==> src/rtl/core/imubcl_pkg.sv <==
`timescale 1ns / 1ps
// ----------------------------------------------------------------------------
// imubcl_pkg
// Shared types and constants of the IMU bias calibration and low-pass core.
// ----------------------------------------------------------------------------
package imubcl_pkg;

    localparam int NUM_AXES    = 6;
    localparam int NUM_ACCEL   = 3;
    localparam int ACCEL_Z_IDX = 2;
    localparam int AXIS_W      = $clog2(NUM_AXES);

    localparam int RAW_W = 16;
    localparam int VAL_W = 25;
    localparam int CNT_W = 16;
    localparam int SUM_W = 32;
    localparam int WGT_W = 17;

    localparam int VAL_MAX = (1 << (VAL_W - 1)) - 1;

    localparam int CFG_INDEX_W = 2;
    localparam int CFG_DATA_W  = 17;

    localparam logic [CNT_W-1:0] RST_CAL_SAMPLES = 16'd12000;
    localparam logic [CNT_W-1:0] RST_ONE_G       = 16'd16384;
    localparam logic [WGT_W-1:0] RST_ACCEL_WGT   = 17'd9175;
    localparam logic [WGT_W-1:0] RST_GYRO_WGT    = 17'd6554;

    typedef logic signed [RAW_W-1:0] raw_t;
    typedef logic signed [VAL_W-1:0] val_t;

    typedef enum logic [CFG_INDEX_W-1:0] {
        REG_CAL_SAMPLES,
        REG_ONE_G,
        REG_ACCEL_WEIGHT,
        REG_GYRO_WEIGHT
    } cfg_reg_t;

    typedef enum logic [2:0] {
        ST_IDLE,
        ST_ACC,
        ST_DIV_LOAD,
        ST_DIV_RUN,
        ST_DIV_STORE,
        ST_CAL_OUT,
        ST_MUL,
        ST_UPD
    } ctrl_state_t;

    typedef struct packed {
        logic load_in;
        logic acc;
        logic div_load;
        logic div_step;
        logic bias_store;
        logic mul;
        logic upd;
        logic cal_out;
    } ctrl_cmd_t;

    typedef struct packed {
        logic calib_phase;
        logic cal_done;
        logic div_last;
        logic axis_last;
        logic out_free;
    } dp_status_t;

endpackage

==> src/rtl/core/imubcl_ctrl.sv <==
`timescale 1ns / 1ps
// ----------------------------------------------------------------------------
// imubcl_ctrl
// Sequencer: calibration accumulate, bias division per axis, filter update.
// ----------------------------------------------------------------------------
module imubcl_ctrl (
    input  logic                   clk,
    input  logic                   rst_n,
    input  logic                   in_valid,
    output logic                   in_ready,
    input  imubcl_pkg::dp_status_t sts,
    output imubcl_pkg::ctrl_cmd_t  cmd
);

    imubcl_pkg::ctrl_state_t state_reg;
    imubcl_pkg::ctrl_state_t state_next;

    always_ff @(posedge clk or negedge rst_n)
    begin
        if (!rst_n)
        begin
            state_reg <= imubcl_pkg::ST_IDLE;
        end
        else
        begin
            state_reg <= state_next;
        end
    end

    always_comb
    begin
        state_next = state_reg;
        unique case (state_reg)
            imubcl_pkg::ST_IDLE:
            begin
                if (in_valid)
                begin
                    state_next = sts.calib_phase ? imubcl_pkg::ST_ACC : imubcl_pkg::ST_MUL;
                end
            end
            imubcl_pkg::ST_ACC:
            begin
                priority if (sts.cal_done)
                begin
                    state_next = imubcl_pkg::ST_DIV_LOAD;
                end
                else if (sts.out_free)
                begin
                    state_next = imubcl_pkg::ST_IDLE;
                end
                else
                begin
                    state_next = imubcl_pkg::ST_CAL_OUT;
                end
            end
            imubcl_pkg::ST_DIV_LOAD:
            begin
                state_next = imubcl_pkg::ST_DIV_RUN;
            end
            imubcl_pkg::ST_DIV_RUN:
            begin
                if (sts.div_last)
                begin
                    state_next = imubcl_pkg::ST_DIV_STORE;
                end
            end
            imubcl_pkg::ST_DIV_STORE:
            begin
                state_next = sts.axis_last ? imubcl_pkg::ST_CAL_OUT : imubcl_pkg::ST_DIV_LOAD;
            end
            imubcl_pkg::ST_CAL_OUT:
            begin
                if (sts.out_free)
                begin
                    state_next = imubcl_pkg::ST_IDLE;
                end
            end
            imubcl_pkg::ST_MUL:
            begin
                state_next = imubcl_pkg::ST_UPD;
            end
            imubcl_pkg::ST_UPD:
            begin
                if (sts.out_free)
                begin
                    state_next = imubcl_pkg::ST_IDLE;
                end
            end
            default:
            begin
                state_next = imubcl_pkg::ST_IDLE;
            end
        endcase
    end

    always_comb
    begin
        cmd      = '0;
        in_ready = 1'b0;
        unique case (state_reg)
            imubcl_pkg::ST_IDLE:
            begin
                in_ready    = 1'b1;
                cmd.load_in = in_valid;
            end
            imubcl_pkg::ST_ACC:
            begin
                cmd.acc     = 1'b1;
                cmd.cal_out = !sts.cal_done && sts.out_free;
            end
            imubcl_pkg::ST_DIV_LOAD:
            begin
                cmd.div_load = 1'b1;
            end
            imubcl_pkg::ST_DIV_RUN:
            begin
                cmd.div_step = 1'b1;
            end
            imubcl_pkg::ST_DIV_STORE:
            begin
                cmd.bias_store = 1'b1;
            end
            imubcl_pkg::ST_CAL_OUT:
            begin
                cmd.cal_out = sts.out_free;
            end
            imubcl_pkg::ST_MUL:
            begin
                cmd.mul = 1'b1;
            end
            imubcl_pkg::ST_UPD:
            begin
                cmd.upd = sts.out_free;
            end
            default:
            begin
                cmd = '0;
            end
        endcase
    end

endmodule

==> config.mk <==
export PLATFORM = sky130hd
export DESIGN_NAME = imubcl_ctrl
export DESIGN_NICKNAME = d
export VERILOG_FILES = /design/src/rtl/core/imubcl_pkg.sv /design/src/rtl/core/imubcl_ctrl.sv
export SDC_FILE = /design/constraint.sdc
export NUM_CORES = 1
export LEC_CHECK = 0
export BUFFER_PORTS_ARGS = -buffer_cell sky130_fd_sc_hd__buf_2
export CORE_AREA = 2 2 39 41
export DETAILED_ROUTE_END_ITERATION = 8
export DIE_AREA = 0 0 41 43
export GPL_TIMING_DRIVEN = 0
export SLEW_MARGIN = 20
export SYNTH_ARGS = -nofsm -noshare
export SYNTH_HDL_FRONTEND = slang
export SYNTH_SLANG_ARGS = --single-unit
export TNS_END_PERCENT = 10
==> constraint.sdc <==
create_clock -name clk -period 4 [get_ports clk]
set_input_delay 0.4 -clock clk [delete_from_list [all_inputs] [get_ports clk]]
set_output_delay 0.4 -clock clk [all_outputs]
set_load 0.03 [all_outputs]
==> results of run 1 <==
[worst max-delay path: cells and delay by family (launching register included)]
kind	cells	cell delay, ns
buf+inv	2	0.37
simple gates	2	0.42
flops	1	0.42
[area by class of cell]
class / instances / area (um^2)
inverter: 2 / 7.507
clock buffer: 4 / 26.28
tap: 16 / 20.02
multi-input combinational: 37 / 212.7
fill: 154 / 934.6
timing repair buffer: 17 / 90.09
buffer: 3 / 17.52
sequential: 3 / 75.07
[metrics by stage]
step	std cells	setup WS [ns]	util (%)	hold WS, ns	cell area (um^2)
after CTS	82	2.134	32.46	0.4823	449.2
after global routing	82	2.072	32.46	0.4999	449.2
after detailed placement	77	2.393	29.84	0.2004	412.9
final	82	2.156	32.46	0.4932	449.2
after floorplan	45	1.835	-	0.1044	312.8
after global placement	77	2.408	29.84	0.1969	412.9
[report_power, final]
group | switching, uW | internal, uW | total [uW]
combinational | 173 | 110 | 283
sequential | 11.1 | 47.0 | 58.1
clock | 15.0 | 37.3 | 52.3
total | 199 | 195 | 394
[kinds of logic (layout without fill, tap and decap cells)]
family	Yosys count	after routing	share of synthesized area, %
DFF	3	3	24.00
and+or+nand+nor	25	25	40.81
AOI/OAI and AO/OA	11	11	22.40
buffers and inverters	5	26	8.002
muxes	1	1	4.799
[worst min-delay path by stage]
stage	from	to	slack [ns]
detailed placement	rst_n	state_reg[0]	0.20
floorplan	rst_n	state_reg[0]	0.10
global placement	rst_n	state_reg[1]	0.20
finish	rst_n	state_reg[1]	0.49
CTS	rst_n	state_reg[0]	0.48
global route	rst_n	state_reg[2]	0.50
[layer usage]
layer,track usage [%],vias to the layer above
li1,-,190
met1,13.64,169
met2,14.06,8
met3,3.665,0
met4,6.000,0
met5,0,-
[repair_timing]
action,CTS,global route
hold buffers,1,0
hold endpoints to repair,3,0
gates resized for setup,0,0
[placed cells by master (no fill, tap or decap), types with 2 or more instances in the layout]
master / n
nand2_1: 6
nand2b_1: 3
nor2b_1: 3
o21ai_1: 2
nor2_1: 7
inv_1: 2
dfrtp_1: 3
nor3_1: 2
a21oi_1: 5
buf_2: 18
clkbuf_4: 3
==> results.json, run 1 <==
{
  "grt_overflow": 0,
  "netlist_instances": 45,
  "fin_skew_ns": 0.001426,
  "wl_met2_um": 344,
  "finalWeightedCongestion": 0.6940,
  "synth_area_per_cell_um2": 6.951,
  "htree_levels": 1,
  "cts_tree": "done",
  "cap_violations": 0,
  "tns_ns": 0,
  "ys_top_cells_by_count": "7 x nor2_1, 6 x nand2_1, 5 x a21oi_1",
  "die-width_um": 41,
  "cts.clk_slew.worst_paths_ns": 0.04,
  "syn_area_um2": 312.8,
  "hpwl_um": 579.6,
  "drive_gt1_share_pct": 37.88,
  "nNetsFinal": 75,
  "reg2reg_depth": 4,
  "seq_area_frac_synth_pct": 24.00,
  "synth_area_leader_cell": "dfrtp_1",
  "relSlewSlack_pct": 82.96,
  "diodes": 0,
  "leakagePower_uw": 0.0002430,
  "remaining_drc_errors": 0,
  "synth_edf_count": 0,
  "critical-path-max-stage-delay_ns": 0.42,
  "crit_end": "cmd[7]",
  "fmax_mhz": 542.2,
  "ir_worst_vdd_uv": 324.6,
  "grt_max_degree": 11,
  "antenna_found_initial": 0,
  "crit_path_end_kind": "output port",
  "syn_to_final_growth_pct": 43.60,
  "die_h_um": 43,
  "timing.rr.end": "state_reg[1]",
  "yosysUniqueCellTypes": 20,
  "grt_usage_pct": 10.37,
  "r2r-start": "state_reg[1]",
  "rows": 14,
  "cp_max_fo": 10,
  "start_util_pct": 22.60,
  "drtIter0Drc": 6,
  "synth_top_area_share_pct": 24.00,
  "setup_viol": 0,
  "grt_pass1_vias": 319,
  "viasPerCell": 4.476,
  "timing_hold_violations_final": 0,
  "routed.top_layer": "met3",
  "grt_pass1_wl_mm": 1.235,
  "routedWlPerCell_um": 9.220,
  "p_per_area_nw_per_um2": 876.3,
  "status": "finished, final reports clean",
  "portBuffers": 16,
  "fin_crit_sh_pct": 46.11,
  "syn-num-nets": 53,
  "clock_sinks": 3,
  "startpoint": "state_reg[2]",
  "arrival_ns": 1.44,
  "drt_pass1_iterations": 2,
  "worstHoldPathType": "input port to asynchronous set/reset pin",
  "cts_root_buffer": "clkbuf_4",
  "rrSetupSlack_ns": 2.62,
  "worstSkewPairLatency_ns": 0.23,
  "ys_top_cells_by_area": "dfrtp_1 24%, nor2_1 8.4%, a21oi_1 8.0%, nand2_1 7.2%, nand2b_1 6.0%",
  "synth_ff_type": "dfrtp_1",
  "ys_ff_latch": 3,
  "wl_met3_um": 56,
  "detail-route-antenna-nets": 0,
  "worstPathRequired_ns": 3.60,
  "path_cells": "buf_4, nor3_1, and2_1, buf_2",
  "largest_register_ffs": 3,
  "synth.most_common_cell": "nor2_1",
  "die_area_um2": 1763,
  "fin_total_pwr_uw": 393.6,
  "maxSlewViolCount": 0,
  "cts_buffer_depth": 2,
  "synthArstFlopShare_pct": 100.0,
  "cts_setup_buffers": 0,
  "start_kind": "flop",
  "wirelength_um": 756,
  "finalCriticalPeriod_ns": 1.844,
  "core_um2": 1384,
  "wl_met1_um": 356,
  "worst_slew_pin_slew_ns": 0.2537,
  "rsz0062_at_grt": "false",
  "cp_slowest_cell": "dfrtp_1",
  "cts_buffers": 3,
  "dr_total_vias": 367,
  "ios": 17,
  "ys_warn_count": 0,
  "setup.worst_path.class": "flop to output port"
}
Power figures use the tool's default switching activity.
==> inputs of run 2 (changes only) <==
- ABC_AREA: default -> 1
- clock period: 4 -> 1.6 ns (I/O delays scaled with it)
==> results.json, run 2 <==
{
  "ir_worst_vdd_uv": 817.9,
  "cts_buffers": 3,
  "grt_usage_pct": 10.98,
  "routedWlPerCell_um": 8.443,
  "drive_gt1_share_pct": 39.51,
  "hpwl_um": 639.7,
  "portBuffers": 16,
  "die_h_um": 43,
  "status": "finished, final reports clean",
  "antenna_found_initial": 0,
  "cts_root_buffer": "clkbuf_4",
  "htree_levels": 1,
  "dr_total_vias": 396,
  "syn_area_um2": 357.8,
  "fin_skew_ns": 0.002290,
  "netlist_instances": 60,
  "ys_ff_latch": 3,
  "ys_top_cells_by_area": "dfrtp_1 21%, nand2_1 18%, nand3_1 11%, buf_6 9.4%, nor2_1 8.4%",
  "layout_commonest_cell": "nand2_1",
  "cp_max_fo": 10,
  "grt_pass1_vias": 352,
  "seq_area_frac_synth_pct": 20.98,
  "finalCriticalPeriod_ns": 1.450,
  "path_cells": "inv_2, buf_6, nor3_1, buf_2",
  "worst_slew_pin_slew_ns": 0.2173,
  "ys_top_cells_by_count": "17 x nand2_1, 8 x nand3_1, 8 x nor2_1",
  "ios": 17,
  "synth_edf_count": 0,
  "drtIter0Drc": 11,
  "cp_slowest_cell": "dfrtp_1",
  "synth.most_common_cell": "nand2_1",
  "diodes": 0,
  "finalWeightedCongestion": 0.7899,
  "path_buf_inv": 3,
  "cts_buffer_depth": 2,
  "cts_setup_buffers": 0,
  "die_area_um2": 1763,
  "grt_max_degree": 11,
  "crit_family": "flip-flops",
  "tns_ns": 0,
  "hold_slack_ns": 0.2554,
  "leakagePower_uw": 0.0003148,
  "worstPathRequired_ns": 1.44,
  "synthArstFlopShare_pct": 100.0,
  "die-width_um": 41,
  "viasPerCell": 4.082,
  "setup.worst_path.class": "flop to output port",
  "grt_overflow": 0,
  "final_cell_mix": "17 x nand2_1, 16 x buf_2, 8 x nand3_1, 8 x nor2_1, 7 x inv_1",
  "largest_register_ffs": 3,
  "syn-num-nets": 68,
  "fin_crit_sh_pct": 90.60,
  "start_kind": "flop",
  "arrival_ns": 1.29,
  "synth_ff_type": "dfrtp_1",
  "rsz0062_at_grt": "false",
  "worstHoldPathType": "input port to asynchronous set/reset pin",
  "clock_sinks": 3,
  "fmax_mhz": 689.9,
  "detail-route-antenna-nets": 0,
  "start_util_pct": 25.86,
  "yosysUniqueCellTypes": 14,
  "nNetsFinal": 90,
  "setup_viol": 0,
  "synth_area_leader_cell": "dfrtp_1",
  "grt_pass1_wl_mm": 1.352,
  "synth_top_area_share_pct": 20.98,
  "cts.clk_slew.worst_paths_ns": 0.04,
  "p_per_area_nw_per_um2": 2181,
  "cts_tree": "done",
  "core_um2": 1384,
  "wirelength_um": 819,
  "critical-path-max-stage-delay_ns": 0.45,
  "maxSlewViolCount": 0,
  "worstSkewPairLatency_ns": 0.23,
  "timing_hold_violations_final": 0,
  "crit_path_end_kind": "output port",
  "remaining_drc_errors": 0,
  "syn_to_final_growth_pct": 38.11,
  "drt_pass1_iterations": 4,
  "relSlewSlack_pct": 85.52,
  "ys_warn_count": 0,
  "synth_area_per_cell_um2": 5.964,
  "cap_violations": 0,
  "rows": 14
}
run 2: cell types whose count changed after synthesis, moves of 3 or more:
cell | before | now
inv_1 | 2 | 7
nor2b_1 | 3 | 0
nand3_1 | 0 | 8
nand2b_1 | 3 | 0
a21oi_1 | 5 | 0
nand2_1 | 6 | 17
inv_2 | 0 | 4
buf_6 | 0 | 3
run 2: area by class of cell:
type	count	area (um^2)
flip-flops and latches	3	75.07
clock buffers	4	26.28
repair buffers	17	90.09
fillers	159	889.6
inverters	11	41.29
multi-input cells	43	207.7
plain buffers	3	33.78
well taps	16	20.02
run 2: worst paths after layout:
kind                              start            to  slack [ns]  cells past startpoint
max in group asynchronous         rst_n  state_reg[0]        1.24                      2
min reg2reg                state_reg[1]  state_reg[1]        0.62                      3
min in group clk                 sts[0]  state_reg[2]        0.28                      4
min                               rst_n  state_reg[2]        0.26                      2
max reg2reg                state_reg[1]  state_reg[0]        0.46                      7
max                        state_reg[2]        cmd[1]        0.15                      4
run 2: power by group:
| part | internal, uW | switching [uW] | total [uW] |
|---|---|---|---|
| clock network | 93.4 | 37.6 | 131 |
| logic | 272 | 526 | 799 |
| registers | 117 | 31.2 | 148 |
| total | 483 | 595 | 1080 |
run 2: per-stage QoR:
stage	power [uW]	instances	utilization, %	setup WS, ns	area [um^2]
2_1_floorplan	789.9	60	-	0.1438	357.8
3_3_place_gp	947.3	92	33.09	0.3676	457.9
3_5_place_dp	956.3	92	33.09	0.3876	457.9
4_1_cts	1093	97	35.71	0.1334	494.2
5_1_grt	1193	97	35.71	0.05345	494.2
6_report	1078	97	35.71	0.1504	494.2
run 2: worst reg2reg max path: stages, from the launching register on:
cell	delay [ns]
dfrtp_1	0.36
buf_6	0.14
nor2_2	0.16
nand3_1	0.11
nand3_2	0.11
inv_2	0.05
nand2_1	0.06
nand2_1	0.05
run 2: timing repair:
action	4_1_cts	5_1_grt
hold buffers	1	0
gates resized for setup	0	0
hold endpoints to repair	3	0
run 2: cells by family after synthesis:
group / count (synthesis) / share of synthesized area [%]
simple gates: 43 / 58.04
buf+inv: 14 / 20.98
flops: 3 / 20.98
run 2: metal layers:
layer	global-route usage (%)	part of all wire, %	vias to the layer above
met3	1.571	6.5	2
met1	15.91	46	156
met4	4.000	1.5	0
met5	0	0	-
met2	15.94	46	14
li1	-	-	224
==> inputs of run 3 (changes only) <==
- CTS_BUF_LIST: default -> sky130_fd_sc_hd__clkbuf_4 sky130_fd_sc_hd__clkbuf_8 sky130_fd_sc_hd__clkbuf_16
==> results.json, run 3 (synthesis results as in run 2) <==
{
  "critical-path-max-stage-delay_ns": 0.45,
  "clock_sinks": 3,
  "wirelength_um": 826,
  "worst_slew_pin_slew_ns": 0.2188,
  "path_buf_inv": 3,
  "largest_register_ffs": 3,
  "dpl-instance-area_um2": 457.9,
  "leakagePower_uw": 0.0003182,
  "cts_root_buffer": "clkbuf_4",
  "die_h_um": 43,
  "cts_tree": "done",
  "maxSlewViolCount": 0,
  "htree_levels": 1,
  "worst-path-stages": 4,
  "crit_path_end_kind": "output port",
  "drt_pass1_iterations": 4,
  "grt_pass1_wl_mm": 1.380,
  "reg2reg_depth": 7,
  "worstPathRequired_ns": 1.44,
  "ir_worst_vdd_uv": 816.4,
  "grt_max_degree": 11,
  "routedWlPerCell_um": 8.515,
  "cp_slowest_cell": "dfrtp_1",
  "die_area_um2": 1763,
  "syn_to_final_growth_pct": 39.16,
  "nNetsFinal": 90,
  "finalWeightedCongestion": 0.7899,
  "fin_cells": 97,
  "fillers": 158,
  "fmax_mhz": 688.6,
  "setup.worst_path.class": "flop to output port",
  "p_per_area_nw_per_um2": 2214,
  "hpwl_um": 639.7,
  "worstSkewPairLatency_ns": 0.23,
  "die-width_um": 41,
  "arrival_ns": 1.29,
  "grt_pass1_vias": 361,
  "status": "finished, final reports clean",
  "diodes": 0,
  "crit_family": "flip-flops",
  "portBuffers": 16,
  "start_util_pct": 25.86,
  "start_kind": "flop",
  "ios": 17,
  "fin_area_um2": 498.0,
  "path_cells": "inv_2, buf_6, nor3_1, buf_2",
  "rows": 14,
  "cts_buffers": 3,
  "worstHoldPathType": "input port to asynchronous set/reset pin",
  "antenna_found_initial": 0,
  "timing_hold_violations_final": 0,
  "grt_overflow": 0,
  "rrSetupSlack_ns": 0.45,
  "utilization_pct": 35.99,
  "core_um2": 1384,
  "remaining_drc_errors": 0,
  "grt_usage_pct": 11.17,
  "drtIter0Drc": 15,
  "rsz0062_at_grt": "false",
  "setup_viol": 0,
  "finalCriticalPeriod_ns": 1.452,
  "cp_max_fo": 10,
  "relSlewSlack_pct": 85.42,
  "hold_slack_ns": 0.2476,
  "final_cell_mix": "17 x nand2_1, 16 x buf_2, 8 x nand3_1, 8 x nor2_1, 7 x inv_1",
  "tns_ns": 0,
  "layout_commonest_cell": "nand2_1",
  "drive_gt1_share_pct": 40.74,
  "cts_buffer_depth": 2,
  "dr_total_vias": 405,
  "viasPerCell": 4.175,
  "cap_violations": 0,
  "cts.clk_slew.worst_paths_ns": 0.04,
  "dp.cells": 92,
  "cts_setup_buffers": 0,
  "fin_skew_ns": 0.001141,
  "fin_crit_sh_pct": 90.76,
  "detail-route-antenna-nets": 0
}
[run 3: cell count changes in the layout (fill, tap and decap cells not counted)]
cell	change
clkbuf_1	-1
clkbuf_4	+1
[run 3: path summary, 6_finish.rpt]
kind / start / to
min reg2reg: state_reg[1] / state_reg[1]
min: rst_n / state_reg[0]
min in group clk: sts[0] / state_reg[2]
max reg2reg: state_reg[1] / state_reg[0]
max in group asynchronous: rst_n / state_reg[1]
max: state_reg[2] / cmd[1]
[run 3: repair_timing]
| action | CTS | global route |
|---|---|---|
| hold buffers | 1 | 0 |
| resized for setup | 0 | 0 |
| endpoints found under the hold margin | 3 | 0 |
[run 3: routing by layer]
| metal | part of all wire (%) | track usage (%) |
|---|---|---|
| met3 | 7.5 | 1.571 |
| met2 | 47 | 16.25 |
| met4 | 1.6 | 4.000 |
| met1 | 43 | 16.18 |
| met5 | 0 | 0 |
[run 3: power by group]
| part | switching [uW] | internal, uW | leakage [uW] |
|---|---|---|---|
| combinational | 529 | 273 | 0.000263 |
| sequential | 32.1 | 117 | 0.0000369 |
| clock | 41.0 | 110 | 0.0000184 |
[run 3: final cells by class]
type	instances	area, um^2	area share, %
Clock buffer	4	30.03	6.030
Buffer	3	33.78	6.784
Multi-Input combinational cell	43	207.7	41.71
Timing Repair Buffer	17	90.09	18.09
Inverter	11	41.29	8.291
Tap cell	16	20.02	4.020
Sequential cell	3	75.07	15.08
[run 3: through the flow]
step | worst slack (ns) | total power, uW
4_1_cts | 0.1334 | 1117
2_1_floorplan | 0.1438 | 789.9
3_3_place_gp | 0.3676 | 947.3
6_report | 0.1478 | 1102
5_1_grt | 0.05345 | 1220
3_5_place_dp | 0.3876 | 956.3
